<file path="config.mk">
export PLATFORM = sky130hd
export DESIGN_NAME = bounded_deque
export DESIGN_NICKNAME = d
export VERILOG_FILES = /design/src/design/dq_pkg.sv /design/src/design/dq_ram.sv /design/src/design/dq_ctrl.sv /design/src/design/dq_dpath.sv /design/src/design/bounded_deque.sv
export SDC_FILE = /design/constraint.sdc
export NUM_CORES = 1
export LEC_CHECK = 0
export BUFFER_PORTS_ARGS = -buffer_cell sky130_fd_sc_hd__buf_2
export CAP_MARGIN = 20
export CORE_MARGIN = 3
export CORE_UTILIZATION = 45
export DETAILED_ROUTE_END_ITERATION = 12
export GPL_TIMING_DRIVEN = 0
export PLACE_DENSITY = 0.62
export SETUP_SLACK_MARGIN = 0.05
export SYNTH_ARGS = -nofsm -noshare
export SYNTH_HDL_FRONTEND = slang
export SYNTH_SLANG_ARGS = --single-unit
export TNS_END_PERCENT = 1
</file>
<file path="constraint.sdc">
create_clock -name clk -period 11.6 [get_ports clk]
set_clock_uncertainty 0.05 [all_clocks]
set_input_delay 2.32 -clock clk [delete_from_list [all_inputs] [get_ports clk]]
set_output_delay 2.32 -clock clk [all_outputs]
set_load 0.01 [all_outputs]
</file>
<file path="src/design/dq_pkg.sv">
`default_nettype none
package dq_pkg;

  localparam int DEPTH_DEF = 16;
  localparam int DATA_W    = 32;
  localparam int REQ_W     = 3;
  localparam int STAT_W    = 2;

  localparam logic [REQ_W-1:0] REQ_PUSH_FRONT = 3'd0;
  localparam logic [REQ_W-1:0] REQ_PUSH_BACK  = 3'd1;
  localparam logic [REQ_W-1:0] REQ_POP_FRONT  = 3'd2;
  localparam logic [REQ_W-1:0] REQ_POP_BACK   = 3'd3;
  localparam logic [REQ_W-1:0] REQ_PEEK_FRONT = 3'd4;

  localparam logic [STAT_W-1:0] ST_OK    = 2'd0;
  localparam logic [STAT_W-1:0] ST_EMPTY = 2'd1;
  localparam logic [STAT_W-1:0] ST_FULL  = 2'd2;

  // controller to datapath
  typedef struct packed {
    logic load;   // capture the incoming word
    logic exec;   // perform the store access and pointer update
  } dq_cmd_t;

endpackage
`default_nettype wire

</file>
<file path="src/design/dq_ram.sv">
`default_nettype none
module dq_ram #(
  parameter int WIDTH = 32,
  parameter int DEPTH = 16
) (
  input  wire logic                     clk,
  input  wire logic                     we,
  input  wire logic [$clog2(DEPTH)-1:0] waddr,
  input  wire logic [WIDTH-1:0]         wdata,
  input  wire logic                     re,
  input  wire logic [$clog2(DEPTH)-1:0] raddr,
  output logic      [WIDTH-1:0]         rdata
);

  logic [WIDTH-1:0] mem [DEPTH];

  always_ff @(posedge clk) begin
    if (we) begin
      mem[waddr] <= wdata;
    end
    if (re) begin
      rdata <= mem[raddr];
    end
  end

endmodule
`default_nettype wire

</file>
<file path="src/design/dq_ctrl.sv">
`default_nettype none
module dq_ctrl
  import dq_pkg::*;
(
  input  wire logic clk,
  input  wire logic rst_n,
  input  wire logic in_valid,
  output logic      in_ready,
  output logic      out_valid,
  input  wire logic out_ready,
  output dq_cmd_t   cmd
);

  typedef enum logic [1:0] {
    S_IDLE,
    S_ACCESS,
    S_RESP
  } state_t;

  state_t state_r;
  logic   in_ready_r;
  logic   out_valid_r;

  always_ff @(posedge clk) begin
    if (!rst_n) begin
      state_r     <= S_IDLE;
      in_ready_r  <= 1'b1;
      out_valid_r <= 1'b0;
    end else begin
      unique case (state_r)
        S_IDLE: begin
          if (in_valid) begin
            state_r    <= S_ACCESS;
            in_ready_r <= 1'b0;
          end
        end
        S_ACCESS: begin
          state_r     <= S_RESP;
          out_valid_r <= 1'b1;
        end
        S_RESP: begin
          if (out_ready) begin
            state_r     <= S_IDLE;
            out_valid_r <= 1'b0;
            in_ready_r  <= 1'b1;
          end
        end
        default: begin
          state_r     <= S_IDLE;
          in_ready_r  <= 1'b1;
          out_valid_r <= 1'b0;
        end
      endcase
    end
  end

  assign in_ready  = in_ready_r;
  assign out_valid = out_valid_r;
  assign cmd.load  = in_valid & in_ready_r;
  assign cmd.exec  = (state_r == S_ACCESS);

`ifndef NO_ASSERTIONS
  a_one_side: assert property (@(posedge clk) disable iff (!rst_n)
    !(in_ready && out_valid))
    else $error("ready and result valid at once");

  a_word_latency: assert property (@(posedge clk) disable iff (!rst_n)
    (in_valid && in_ready) |=> ##1 out_valid)
    else $error("result not presented two cycles after accept");

  a_cmd_excl: assert property (@(posedge clk) disable iff (!rst_n)
    !(cmd.load && cmd.exec))
    else $error("load and exec in the same cycle");
`endif

endmodule
`default_nettype wire

</file>
<file path="src/design/dq_dpath.sv">
`default_nettype none
module dq_dpath
  import dq_pkg::*;
#(
  parameter int DEPTH = DEPTH_DEF
) (
  input  wire logic                       clk,
  input  wire logic                       rst_n,
  input  wire dq_cmd_t                    cmd,
  input  wire logic [REQ_W-1:0]           in_req_type,
  input  wire logic signed [DATA_W-1:0]   in_value,
  output logic signed [DATA_W-1:0]        out_data,
  output logic [STAT_W-1:0]               out_status,
  output logic [$clog2(DEPTH+1)-1:0]      out_count
);

  localparam int IDX_W = $clog2(DEPTH);
  localparam int CNT_W = $clog2(DEPTH + 1);
  localparam int SUM_W = CNT_W + 1;

  logic [REQ_W-1:0]   req_r;
  logic [DATA_W-1:0]  value_r;
  logic [IDX_W-1:0]   head_r;
  logic [CNT_W-1:0]   occ_r;
  logic [STAT_W-1:0]  status_r;
  logic               data_sel_r;

  logic               full;
  logic               empty;
  logic [IDX_W-1:0]   head_dec;
  logic [IDX_W-1:0]   head_inc;
  logic [SUM_W-1:0]   sum;
  logic [SUM_W-1:0]   sum_m1;
  logic [IDX_W-1:0]   back_push;
  logic [IDX_W-1:0]   back_pop;

  logic               ram_we;
  logic               ram_re;
  logic [IDX_W-1:0]   ram_waddr;
  logic [IDX_W-1:0]   ram_raddr;
  logic [DATA_W-1:0]  ram_rdata;
  logic [IDX_W-1:0]   head_nxt;
  logic [CNT_W-1:0]   occ_nxt;
  logic [STAT_W-1:0]  status_nxt;
  logic               data_sel_nxt;

  assign full     = (occ_r == CNT_W'(DEPTH));
  assign empty    = (occ_r == '0);
  assign head_dec = (head_r == '0) ? IDX_W'(DEPTH - 1) : head_r - 1'b1;
  assign head_inc = (head_r == IDX_W'(DEPTH - 1)) ? '0 : head_r + 1'b1;

  // back end sits at head + occ - 1, wrapped; sum stays below twice the depth
  assign sum       = SUM_W'(head_r) + SUM_W'(occ_r);
  assign sum_m1    = sum - 1'b1;
  assign back_push = (sum >= SUM_W'(DEPTH)) ? IDX_W'(sum - SUM_W'(DEPTH)) : IDX_W'(sum);
  assign back_pop  = (sum_m1 >= SUM_W'(DEPTH)) ? IDX_W'(sum_m1 - SUM_W'(DEPTH))
                                               : IDX_W'(sum_m1);

  always_comb begin
    ram_we       = 1'b0;
    ram_re       = 1'b0;
    ram_waddr    = head_r;
    ram_raddr    = head_r;
    head_nxt     = head_r;
    occ_nxt      = occ_r;
    status_nxt   = ST_OK;
    data_sel_nxt = 1'b0;
    unique case (req_r)
      REQ_PUSH_FRONT: begin
        if (full) begin
          status_nxt = ST_FULL;
        end else begin
          ram_we    = 1'b1;
          ram_waddr = head_dec;
          head_nxt  = head_dec;
          occ_nxt   = occ_r + 1'b1;
        end
      end
      REQ_PUSH_BACK: begin
        if (full) begin
          status_nxt = ST_FULL;
        end else begin
          ram_we    = 1'b1;
          ram_waddr = back_push;
          occ_nxt   = occ_r + 1'b1;
        end
      end
      REQ_POP_FRONT: begin
        if (empty) begin
          status_nxt = ST_EMPTY;
        end else begin
          ram_re       = 1'b1;
          data_sel_nxt = 1'b1;
          head_nxt     = head_inc;
          occ_nxt      = occ_r - 1'b1;
        end
      end
      REQ_POP_BACK: begin
        if (empty) begin
          status_nxt = ST_EMPTY;
        end else begin
          ram_re       = 1'b1;
          ram_raddr    = back_pop;
          data_sel_nxt = 1'b1;
          occ_nxt      = occ_r - 1'b1;
        end
      end
      REQ_PEEK_FRONT: begin
        if (empty) begin
          status_nxt = ST_EMPTY;
        end else begin
          ram_re       = 1'b1;
          data_sel_nxt = 1'b1;
        end
      end
      default: begin
      end
    endcase
  end

  always_ff @(posedge clk) begin
    if (cmd.load) begin
      req_r   <= in_req_type;
      value_r <= in_value;
    end
    if (cmd.exec) begin
      status_r   <= status_nxt;
      data_sel_r <= data_sel_nxt;
    end
  end

  always_ff @(posedge clk) begin
    if (!rst_n) begin
      head_r <= '0;
      occ_r  <= '0;
    end else if (cmd.exec) begin
      head_r <= head_nxt;
      occ_r  <= occ_nxt;
    end
  end

  dq_ram #(
    .WIDTH (DATA_W),
    .DEPTH (DEPTH)
  ) u_ram (
    .clk   (clk),
    .we    (cmd.exec & ram_we),
    .waddr (ram_waddr),
    .wdata (value_r),
    .re    (cmd.exec & ram_re),
    .raddr (ram_raddr),
    .rdata (ram_rdata)
  );

  // read data register holds until the next read, which waits for this word
  assign out_data   = data_sel_r ? ram_rdata : '0;
  assign out_status = status_r;
  assign out_count  = occ_r;

`ifndef NO_ASSERTIONS
  a_occ_bound: assert property (@(posedge clk) disable iff (!rst_n)
    occ_r <= CNT_W'(DEPTH))
    else $error("occupancy above depth");

  a_head_bound: assert property (@(posedge clk) disable iff (!rst_n)
    head_r <= IDX_W'(DEPTH - 1))
    else $error("head index out of range");

  a_full_drop: assert property (@(posedge clk) disable iff (!rst_n)
    (cmd.exec && full && (req_r == REQ_PUSH_FRONT || req_r == REQ_PUSH_BACK))
      |=> (occ_r == $past(occ_r)) && (head_r == $past(head_r)))
    else $error("push on full changed the state");
`endif

endmodule
`default_nettype wire

</file>
<file path="src/design/bounded_deque.sv">
// bounded_deque: double-ended queue of 32-bit words in a circular store
// result path: an accepted request word moves the controller to its access state, then the result is registered valid
// flow: one word in flight; the controller steps accept, store access and result,
//   and takes no new request word until the result has been taken
// reset: synchronous active-low rst_n empties the queue and zeroes the head;
//   store contents are not cleared
`default_nettype none
module bounded_deque
  import dq_pkg::*;
#(
  parameter int DEPTH = DEPTH_DEF
) (
  input  wire logic                       clk,
  input  wire logic                       rst_n,
  input  wire logic                       in_valid,
  output logic                            in_ready,
  input  wire logic [REQ_W-1:0]           in_req_type,
  input  wire logic signed [DATA_W-1:0]   in_value,
  output logic                            out_valid,
  input  wire logic                       out_ready,
  output logic signed [DATA_W-1:0]        out_data,
  output logic [STAT_W-1:0]               out_status,
  output logic [$clog2(DEPTH+1)-1:0]      out_count
);

  dq_cmd_t cmd;

  dq_ctrl u_ctrl (
    .clk       (clk),
    .rst_n     (rst_n),
    .in_valid  (in_valid),
    .in_ready  (in_ready),
    .out_valid (out_valid),
    .out_ready (out_ready),
    .cmd       (cmd)
  );

  dq_dpath #(
    .DEPTH (DEPTH)
  ) u_dpath (
    .clk         (clk),
    .rst_n       (rst_n),
    .cmd         (cmd),
    .in_req_type (in_req_type),
    .in_value    (in_value),
    .out_data    (out_data),
    .out_status  (out_status),
    .out_count   (out_count)
  );

endmodule
`default_nettype wire

</file>
# After elaboration in Yosys (flattened, before gate mapping)
# Memories as Yosys holds them, arrays and structs flattened. A register that Yosys moved wholly into a read port is not among the register bits.
# Index checks and enable logic that the tools add are counted.
# op_classes
mux	32
n_addsub	8
eq_ne	13
bitwise	5
reduce_logical	14
n_lt_le_gt_ge	2
# op_table
cell	count
4-bit 2-to-1 mux	9
32-bit 2-to-1 mux	1
4-bit case mux with 2 select lines	2
6-bit by 5-bit greater-or-equal comparator with 1-bit output (second input constant)	2
4-bit by 1-bit subtractor with 4-bit output (second input constant)	3
1-bit 2-to-1 mux	10
5-bit 2-to-1 mux	2
2-bit inequality test (second input constant)	5
5-bit case mux with 2 select lines	1
4-bit by 5-bit adder with 6-bit output	1
3-bit by 2-bit equality test with 1-bit output (second input constant)	2
2-bit 2-to-1 mux	3
1-bit case mux with 3 select lines	2
2-bit case mux with 3 select lines	1
3-bit AND reduction	2
6-bit by 1-bit subtractor with 6-bit output (second input constant)	1
5-bit by 1-bit adder with 5-bit output (second input constant)	1
5-bit equality test (second input constant)	1
5-bit logical NOT	1
5-bit by 1-bit subtractor with 5-bit output (second input constant)	1
4-bit by 1-bit adder with 4-bit output (second input constant)	1
4-bit equality test (second input constant)	1
4-bit logical NOT	1
2-bit case mux with 2 select lines	1
13 further kinds	19
# word_totals
output_inout_bits	41
memories	1
elab_cells	84
inputBits	39
ff_bits	51
ram_bits	512
# memory_table
name	depth	word_bits	read_ports	rd_ports_with_merged_regs	wr	line_no	source
u_dpath.u_ram.mem	16	32	1	1	1	dq_ram.sv:15	logic [WIDTH-1:0] mem [DEPTH];

# Depth between registers and ports, before layout
# logic_depth
ltp_word	6
ltp_mapped	11
ltp_nobuf	10

# Hierarchy
# A second synthesis with hierarchy kept.
# hier_totals
hier_cells	1069
hier_area_um2	22813.1
# modules_own_cells
module	seq_area_each_um2	cells_per_inst	area_each_um2	n_inst
dq_ram	16335.7	838	20155.6	1
dq_dpath	1321.3	218	2506.2	1
dq_ctrl	80.1	13	151.4	1

# Least setup slack after synthesis
# Ideal clock, no wire load.
# synth_path
path_type	reg2reg
from	register u_dpath.occ_r[1], in the netlist u_dpath.out_count[1]
to	register u_dpath.u_ram.rdata[0], read port of u_dpath.u_ram.mem, enable pin
stages_incl_launch_ff	5
t_arrival_ps	3199
slack_ps	7890
path_buffers	1
synth_period_minus_slack_ps	3710
cell_sequence	dfxtp_1 -> or4_1 -> buf_2 -> nor2_1 -> nor3_1
# synth_via
word_cells_on_any_way	11
# synth_rtl
element	line_no	source
start, declared	dq_dpath.sv:24	logic [CNT_W-1:0] occ_r;
start signal, assigned	dq_dpath.sv:138	occ_r <= occ_nxt;
5-bit logical NOT	dq_dpath.sv:48	assign empty = (occ_r == '0);
1-bit 2-to-1 mux	dq_dpath.sv:89, dq_dpath.sv:99, dq_dpath.sv:109	
1-bit 2-to-1 mux	n/a	
1-bit bitwise AND	dq_dpath.sv:150	.re (cmd.exec & ram_re),
net u_dpath.u_ram.re	dq_ram.sv:10	input wire logic re,
end, declared	dq_ram.sv:12	output logic [WIDTH-1:0] rdata
# The timed path passes the listed nets, and every way through them passes these cells.
# A chain may end at the register's enable or synchronous reset.

# Worst setup path in the final report
# layout_path
from	register u_dpath.data_sel_r
to	output out_data[30]
# layout_via
elab_chain_len	1
# layout_rtl
element	line_no	source
start, declared	dq_dpath.sv:26	logic data_sel_r;
start signal, assigned	dq_dpath.sv:128	data_sel_r <= data_sel_nxt;
32-bit 2-to-1 mux	dq_dpath.sv:156	assign out_data = data_sel_r ? ram_rdata : '0;
end, declared	bounded_deque.sv:21	output logic signed [DATA_W-1:0] out_data,
# Every way passes these cells.

==> metrics.md <==
| Metric | Value |
|---|---|
| Area delta synth->final | `15.5%` |
| Htree depth | `2` |
| CP endpoint kind | `output pin` |
| Critical path class | `flip-flop to output pin` |
| Synth Warn # | `0` |
| Total negative slack | `0 ns` |
| Total CTS buffers | `60` |
| Drt first pass iters | `5` |
| Reg2reg start | `u_dpath.out_count[0]` |
| Peak VDD IR | `0.114 mV` |
| Clock latency on the worst-skew pair | `0.63 ns` |
| Hold buffer count at cts | `0` |
| Hpwl dp | `40800 um` |
| Post-synth cell types | `63` |
| Hold Startpoint | `u_ctrl.state_r[1]` |
| Die Width | `234 um` |
| Critical Path RT | `9.23 ns` |
| Net count, final | `between 1500 and 2000` |
| Final Hold Vio Count | `0` |
| Mapped Cells | `1469` |
| Critical Path Source Type | `flip-flop` |
| Dpl cells | `2250` |
| Setup crit start | `u_dpath.data_sel_r` |
| Main synth FF type | `edfxtp_1` |
| Family with the most delay on the worst path | `buffers and inverters` |
| Measured slew at the worst slew-check pin | `1.18 ns` |
| Min-Delay Path Class | `flip-flop to flip-flop` |
| Die H | `234 um` |
| EDFF count, synth | `between 500 and 600` |
| Status | `complete, no violations` |
| Core area | `0.0514 mm2` |
| Final Util | `0.527` |
| Initial Utilization | `0.456` |
| RSZ-0062 raised after global routing | `no` |
| Seq/Total Area, Yosys | `0.757` |
| FF+latch count, synth | `595` |
| Std cell rows | `83` |
| Ys async rst share | `0` |
| GPL Wtd Cong | `0.826` |
| Ranking of synthesized cells by area | `edfxtp_1, mux2i_1, nand2_1, a32oi_1, a32o_1` |
| Routed Antenna Nets | `0` |
| Layout cells sized above 1 | `0.152` |
| Initial antenna violation count | `0` |
| Flop2flop setup slack | `just over 7 ns` |
| DR DRC count | `0` |
| Post-route non-filler standard cell count | `around 2400` |
| PortBufs | `79` |
| Slowest-stage cell, CP | `edfxtp_1` |
| Antenna diode count | `0` |
| WP data arrival | `2.26 ns` |
| Io pins | `80` |
| Fmax | `about 220 MHz` |
| Post-CTS Setup Bufs | `0` |
| Leak | `approximately 9.7 nW` |
| DR vias/cell | `5.98` |
| Die area | `approximately 0.055 mm2` |
| Post-CTS sizing | `0` |
| Routed WL | `65400 um` |
| Crit path largest cell delay | `0.60 ns` |
| CP max FO | `10` |
| DP Area | `0.0252 mm2` |
| Reg clk slew, reported paths | `0.05 ns` |
| DR vias | `14100` |
| Tot GR Track Use | `0.239` |
| Synth Net Count | `1519` |
| Largest net degree at the start of global routing | `26` |
| Crit-path cells | `clkbuf_1 -> and2_1 -> buf_2` |
| Hold slack | `~0.43 ns` |
| Max-Cap Viols | `0` |
| Worst Path Buf+Inv | `2` |
| P per Cell Area | `approximately 160 mW/mm2` |
| Area share of the largest cell type after synthesis | `0.745` |
| Worst rel slew slack | `0.211` |
| Final instance area | `0.0271 mm2` |
| CTS tree | `yes` |
| Initial DRC Count | `1739` |
| Max-slew violation count | `0` |
| CTS Buffer Depth | `3` |
| Power, Total | `4.41 mW` |
| Minimum clock period | `4.63 ns` |
| Final Setup Violations | `0` |
| Global route overflow | `0` |
| First-pass GRT wire length | `94100 um` |
| Pre-CTS setup slack | `about 7.3 ns` |
| Final worst-path cycle share | `0.399` |
| Vias in the first global route | `13800` |
| Clk sinks | `595` |
| Mapped Avg Cell Area | `16.0 um2` |
| Wire per inst | `between 20 and 30 um` |
| Root Buffer | `clkbuf_16` |
| Yosys top cell by area | `edfxtp_1` |
| Final WS setup | `about 7 ns` |
| Synthesized area | `0.0234 mm2` |
==> final timing paths <==
| kind | end | cells past startpoint |
|---|---|---|
| worst max-delay path | out_data[30] | 3 |
| worst min-delay path | u_ctrl.state_r[0] | 1 |
| worst max register to register | u_dpath.u_ram.rdata[19] | 9 |
| worst min register to register | u_ctrl.state_r[0] | 1 |
==> flip-flops by register name (all words and copies together), names as in the netlist <==
register and count:
u_dpath.req_r 3, u_dpath.u_ram.mem 512, u_dpath.out_count 5, u_ctrl.state_r 2
u_ctrl.in_ready 1, u_dpath.value_r 32, u_dpath.head_r 4, u_dpath.out_status 2
u_dpath.u_ram.rdata 32, u_dpath.data_sel_r 1, u_ctrl.out_valid 1
==> placed cells by master (no fill, tap or decap), types with 3 or more instances in the layout <==
master,netlist,final
edfxtp_1,582,582
nand2_1,238,238
buf_2,23,102
mux2i_1,97,97
a32oi_1,96,96
clkbuf_1,49,68
clkbuf_16,0,60
a21oi_1,45,45
and2_1,37,36
and3_1,33,33
a2111oi_0,32,32
a32o_1,32,32
a211oi_1,31,31
nor2_1,33,17
nor2_4,0,16
clkinv_1,0,13
dfxtp_1,13,13
buf_4,11,12
buf_6,8,12
buf_12,0,12
inv_1,11,11
o21ai_0,9,9
ha_1,9,9
nor3_1,7,6
clkinv_2,0,6
buf_16,0,5
xor2_1,4,4
nand2b_1,4,4
a21o_1,4,4
o221ai_1,4,4
bufinv_16,0,4
nor2b_1,3,3
xnor2_1,3,3
==> cells in the mapped netlist (4+ instances only) <==
cell type  count
a2111oi_0     32
nor3_1         7
mux2i_1       97
and3_1        33
buf_4         11
o221ai_1       4
and2_1        37
a32o_1        32
a32oi_1       96
a211oi_1      31
xor2_1         4
nor2_1        33
nand2b_1       4
buf_6          8
ha_1           9
inv_1         11
o21ai_0        9
a21oi_1       45
clkbuf_1      49
buf_2         23
dfxtp_1       13
nand2_1      238
edfxtp_1     582
a21o_1         4
==> final cells by class <==
cell class	instances	area [um2]
clock buffers	79	1570
flip-flops and latches	595	17700
clock inverters	29	268
inverters	11	41.3
repair buffers	101	826
multi-input cells	769	5310
well taps	680	851
plain buffers	94	485
fillers	4171	24300
==> where the power goes <==
group	switching (mW)	internal, mW
clock	0.798	1.04
combinational	0.102	0.0509
sequential	0.0345	2.38
==> cell families after synthesis <==
family / share of synthesized area
xor gates and xnor gates: 0.00454
buffers and inverters: 0.0225
muxes: 0.0430
adders and majority gates: 0.00651
AOI/OAI and AO/OA: 0.0981
and+or+nand+nor: 0.0688
DFF: 0.757
==> metal layers <==
layer,part of all wire,track usage,up-vias
li1,-,-,6137
met1,0.40,0.333,7131
met2,0.48,0.385,692
met3,0.087,0.0377,152
met4,0.034,0.0859,0
met5,0,0,-
No activity file was read; power rests on OpenSTA's default activity.
